[src/design/fdw_pkg.sv]
// ----------------------------------------------------------------------------
// Float to decimal word encoder package
// Shared states, command and status types and constants.
// ----------------------------------------------------------------------------
package fdw_pkg;

    localparam int unsigned SigW  = 24;
    localparam int unsigned ExpW  = 8;
    localparam int unsigned ProdW = 61;

    localparam logic [31:0] OneMillionBits     = 32'h4974_2400;
    localparam logic [31:0] HundredThousandBits = 32'h47C3_5000;
    localparam logic [31:0] RecipTen           = 32'hCCCC_CCCD;
    localparam logic [ExpW-1:0] ExpAll         = 8'hFF;
    localparam logic [ExpW-1:0] BiasShift      = 8'd150;

    typedef enum logic [2:0] {
        t_ST_IDLE,
        t_ST_CLASS,
        t_ST_CHK_DIV,
        t_ST_DIV_A,
        t_ST_DIV_B,
        t_ST_CHK_MUL,
        t_ST_MUL_A,
        t_ST_MUL_B
    } t_state;

    typedef struct packed {
        logic load;
        logic div_mul;
        logic div_upd;
        logic mul_mul;
        logic mul_upd;
        logic out_wr;
    } t_cmd;

    typedef struct packed {
        logic special;
        logic ge_million;
        logic lt_hundred_k;
    } t_status;

endpackage

[src/design/fdw_ctrl.sv]
// ----------------------------------------------------------------------------
// Float to decimal word controller
// Sequences the scaling steps and owns both handshakes.
// ----------------------------------------------------------------------------
module fdw_ctrl import fdw_pkg::*; (
    input  logic    i_clk,
    input  logic    i_rst_n,
    input  logic    i_valid,
    output logic    o_stall,
    output logic    o_valid,
    input  logic    i_stall,
    input  t_status i_status,
    output t_cmd    o_cmd
);

    t_state r_state, n_state;
    logic   r_out_valid, n_out_valid;
    logic   out_free;
    logic   finish;

    assign out_free = !r_out_valid || !i_stall;

    always_comb begin
        finish = 1'b0;
        unique case (r_state)
            t_ST_CLASS:   finish = i_status.special;
            t_ST_CHK_MUL: finish = !i_status.lt_hundred_k;
            default:      finish = 1'b0;
        endcase
    end

    always_comb begin
        n_state = r_state;
        unique case (r_state)
            t_ST_IDLE:    if (i_valid) n_state = t_ST_CLASS;
            t_ST_CLASS: begin
                if (i_status.special) begin
                    if (out_free) n_state = t_ST_IDLE;
                end else begin
                    n_state = t_ST_CHK_DIV;
                end
            end
            t_ST_CHK_DIV: n_state = i_status.ge_million ? t_ST_DIV_A : t_ST_CHK_MUL;
            t_ST_DIV_A:   n_state = t_ST_DIV_B;
            t_ST_DIV_B:   n_state = t_ST_CHK_DIV;
            t_ST_CHK_MUL: begin
                if (i_status.lt_hundred_k) begin
                    n_state = t_ST_MUL_A;
                end else if (out_free) begin
                    n_state = t_ST_IDLE;
                end
            end
            t_ST_MUL_A:   n_state = t_ST_MUL_B;
            t_ST_MUL_B:   n_state = t_ST_CHK_MUL;
            default:      n_state = t_ST_IDLE;
        endcase
    end

    always_comb begin
        o_cmd         = '0;
        o_cmd.load    = (r_state == t_ST_IDLE) && i_valid;
        o_cmd.div_mul = r_state == t_ST_DIV_A;
        o_cmd.div_upd = r_state == t_ST_DIV_B;
        o_cmd.mul_mul = r_state == t_ST_MUL_A;
        o_cmd.mul_upd = r_state == t_ST_MUL_B;
        o_cmd.out_wr  = finish && out_free;
        n_out_valid   = o_cmd.out_wr ? 1'b1 : (r_out_valid && i_stall);
    end

    always_ff @(posedge i_clk) begin
        if (!i_rst_n) begin
            r_state     <= t_ST_IDLE;
            r_out_valid <= 1'b0;
        end else begin
            r_state     <= n_state;
            r_out_valid <= n_out_valid;
        end
    end

    assign o_stall = r_state != t_ST_IDLE;
    assign o_valid = r_out_valid;

endmodule
[config.mk]
export PLATFORM = sky130hd
export DESIGN_NAME = fdw_ctrl
export DESIGN_NICKNAME = d
export VERILOG_FILES = /design/src/design/fdw_pkg.sv /design/src/design/fdw_ctrl.sv
export SDC_FILE = /design/constraint.sdc
export NUM_CORES = 1
export LEC_CHECK = 0
export ABC_CLOCK_PERIOD_IN_PS = 1400
export BUFFER_PORTS_ARGS = -buffer_cell sky130_fd_sc_hd__buf_2
export CORE_AREA = 4 4 41 43
export CTS_BUF_LIST = sky130_fd_sc_hd__clkbuf_4 sky130_fd_sc_hd__clkbuf_8
export CTS_CLUSTER_DIAMETER = 80
export DETAILED_ROUTE_END_ITERATION = 7
export DIE_AREA = 0 0 45 47
export SETUP_SLACK_MARGIN = 0.05
export SYNTH_ARGS = -nofsm -noshare
export SYNTH_HDL_FRONTEND = slang
export SYNTH_SLANG_ARGS = --single-unit
[constraint.sdc]
create_clock -name i_clk -period 1.4 [get_ports i_clk]
set_input_delay 0.21 -clock i_clk [delete_from_list [all_inputs] [get_ports i_clk]]
set_output_delay 0.21 -clock i_clk [all_outputs]
set_load 0.02 [all_outputs]
# Word level (Yosys, flattened, before mapping)

Index checks and enable logic that the tools add are counted.

Muxes and demuxes: 8
Reductions and logical operators: 9
Equality and inequality tests: 8

Operators by type and width:

| operator             | number |
|---|---|
| $pmux W3 S8          | 1 |
| $mux W3              | 5 |
| $eq A3 B3 Y1 const B | 4 |
| $eq A3 B2 Y1 const B | 2 |
| $eq A3 B1 Y1 const B | 1 |
| $logic_and A1 B1 Y1  | 3 |
| $logic_not A1 Y1     | 3 |
| $logic_not A3 Y1     | 1 |
| $reduce_bool A3 Y1   | 1 |
| $ne A2 B2 Y1 const B | 1 |
| $pmux W1 S2          | 1 |
| $logic_or A1 B1 Y1   | 1 |
| $mux W1              | 1 |

Word-level logic and storage cells: 27
Bits in registers: 4
Bits of input ports: 7
Output and inout bits: 8

# Logic depth before layout (Yosys ltp)

Depth in word-level cells: 5
Mapped depth: 4
Gate-level depth less buffers: 3

# Least setup slack after synthesis

No wires, ideal clock.

Path type: register to output
From: register r_state[1]
To: output o_cmd[5] (netlist bit)
Buffers on the path: 1
Cell stages (with the launch flop): 4
Data arrival time: 1.138 ns
Path slack: 0.052 ns
Cell sequence: dfxtp_1 buf_6 or3_4 nor2_1

RTL lines:

| what                   | RTL line       | text |
|---|---|---|
| start, declared        | fdw_ctrl.sv:16 | `t_state r_state, n_state;` |
| start signal, assigned | fdw_ctrl.sv:72 | `r_state <= t_ST_IDLE;` |
| start signal, assigned | fdw_ctrl.sv:75 | `r_state <= n_state;` |
| end, declared          | fdw_ctrl.sv:13 | `output t_cmd o_cmd` |

==> impl_metrics.ini <==
[logic_synthesis]
synthTopCellsByArea = dfxtp_1, a21boi_0, and3_2
syn-num-nets = 42
synth-edff-count = 0
synth_warnings = 0
synth_top_area_share_pct = 27.0
synth_area_per_cell_um2 = 8.47
synth_top_cell_by_area = dfxtp_1
syn_area_um2 = 297
yosys_most_used_dff = dfxtp_1
synthCells = 35
ys_ff_latch = 4
ys_types = 27
seq_area_frac_synth_pct = 27.0
async_flop_share_pct = 0

[route]
num_vias = 317
viasPerCell = 4.53
post_drt_wl_per_cell_um = 10.8
drc = 0
postRouteAntennaNets = 0
dr.pass1.iters = 4
wirelength_um = 757
drt-initial-drc-count = 3

[placed_design]
hpwl_um = 553
dp.cells = 63
dpl-instance-area_um2 = 374
pre_cts_slack_ns = 0.156
io_buffers = 14
gp_congestion = 0.749

[worst_setup_path]
criticalPathCategory = flip-flop to output pin
crit_path_end = o_cmd[5]
cp_top_family = simple AND/OR/NAND/NOR gates
reg2reg_from = r_state[2]
reg2reg_slack_ns = 0.24
cpMaxStageDelayCell = or3_4
reg2reg_depth = 4
startpoint_type = flip-flop
cp_num_cells = 3
cp_max_fo = 5
crit_chain = or3_4, nor2_4, buf_6
cp.required_ns = 1.19
timing.rr.end = r_state[0]
crit_arrival_ns = 1.19
critical_path.startpoint = r_state[2]
cp.buffers_inverters = 1
cp-end-kind = output pin
cpPeakStageDelay_ns = 0.41

[power]
p_leak_uw = 0.000236
powerDensity_mw_per_mm2 = 758
ir_worst_vdd_mv = 0.470

[timing]
slew_violations = 0
hold_viol_final = 0
fmax_mhz = 714
finalCritPeriodShare_pct = 100
final.min_clock_period_ns = 1.40
tightest_slew_ns = 0.224
tns_ns = -0.00143
fin_ws_ns = -0.00143
max-slew-margin-rel_pct = 84.9
setup_viol = 1
skew_ns = 0.00514
rsz0062_at_grt = true

[global_routing]
grt_antenna_before_repair = 0
grt_max_degree = 9
grt_pass1_wl_mm = 1.17
grt_pass1_vias = 292
track_usage_pct = 8.22
overflow = 0

[worst_hold_path]
hold_path_class = input port to flip-flop

[die]
fp.coreArea_mm2 = 0.00130
rows = 13
fp.dieArea_mm2 = 0.00212
die_y_um = 47
die_x_um = 45
io_pins = 15
start_util_pct = 22.8

[clock_network]
cts.clk_slew.worst_paths_ns = 0.04
cts_tree = built
clkLatencyLatePin_ns = 0.24
numCtsBuffers = 3
cts-root-buf = clkbuf_4
cts_max_path_buffers = 2
numClockSinks = 4
htreeDepth = 1

[finish]
final_area_um2 = 483
nNetsFinal = 64
utilization_pct = 37.1
num_antenna_cells = 0
drive_above_1_share_pct = 69.1
area_growth_pct = 62.9
final_cells = 70

[outcome]
status = finished, violations left
failed_checks = negative setup slack

[flow_run]
cap_violations = 0
-- power breakdown --
part / total, uW / internal, uW / switching [uW]
combinational: 96.9 / 48.3 / 48.6
sequential: 124 / 118 / 6.32
clock: 145 / 96.0 / 49.1
-- Yosys cell counts (2+ instances only) --
cell type	number
a21boi_0	2
a21oi_1	2
and3_2	2
dfxtp_1	4
nor2b_1	2
nor3b_1	2
-- cells in the final DEF (no fill, tap or decap) --
master     count
nand3_1        1
dfxtp_1        1
nand2b_1       1
nor4_1         1
buf_2         10
o2111ai_1      1
or3_4          1
o21ai_2        2
nand2b_2       1
inv_1          1
buf_6          2
nor2_4         1
and2b_2        1
dfxtp_4        2
dfxtp_2        1
a21o_1         1
buf_4          7
mux2i_1        1
a21boi_1       1
nand2_1        1
and3_2         2
a21oi_1        1
a21oi_2        1
clkbuf_4       3
nor2b_2        1
o21ai_0        1
and3_1         1
inv_4          1
nor3b_2        2
a21boi_0       2
nor2b_1        1
o311a_1        1
-- worst reg2reg max path: stages (launching register included) --
cell	delay, ns
dfxtp_2	0.33
or3_4	0.41
buf_4	0.15
o21ai_2	0.11
a21oi_1	0.04
-- routing by layer --
metal	routed length [um]	global-route usage [%]	part of all wire [%]
met1	362	11.2	48
met2	307	9.60	41
met3	57	2.30	7.5
met4	29	8.77	3.8
met5	0	0	0
-- kinds of logic after synthesis --
family	share of synthesized area [%]
compound gates	26.2
mux	3.38
simple gates	34.6
flops	27.0
buf+inv	8.86
-- flip-flops by register name, indices dropped and copies added (netlist names) --
| signal | cells |
|---|---|
| o_valid | 1 |
| r_state | 3 |
-- worst min-delay path by stage --
stage | to | cells past startpoint | startpoint | slack [ns]
2_1_floorplan | r_state[0] | 2 | i_rst_n | 0.32
3_3_place_gp | r_state[0] | 3 | i_rst_n | 0.48
3_5_place_dp | r_state[0] | 3 | i_rst_n | 0.48
4_1_cts | r_state[0] | 3 | i_rst_n | 0.21
5_1_grt | r_state[0] | 3 | i_rst_n | 0.23
6_report | r_state[0] | 3 | i_rst_n | 0.22
-- area by class of cell --
cell class                 count  area (um2)
clock buffer                   3        22.5
sequential                     4        88.8
timing repair buffer          19         125
tap                           15        18.8
multi-input combinational     27         218
fill                         146         818
inverter                       2        10.0
-- stage by stage --
step	power, uW	hold WS, ns
final	366	0.222
after global routing	390	0.232
after CTS	361	0.214
after detailed placement	196	0.479
after global placement	196	0.484
after floorplan	170	0.321
-- repair_timing --
action	in CTS	in global routing
setup endpoints to repair	6	6
gates resized for setup	7	12
hold endpoints to repair	0	0
pin swaps	2	3
buffers inserted	4	0
hold buffers	0	0
Note: power is estimated with default switching activity, not from simulation.
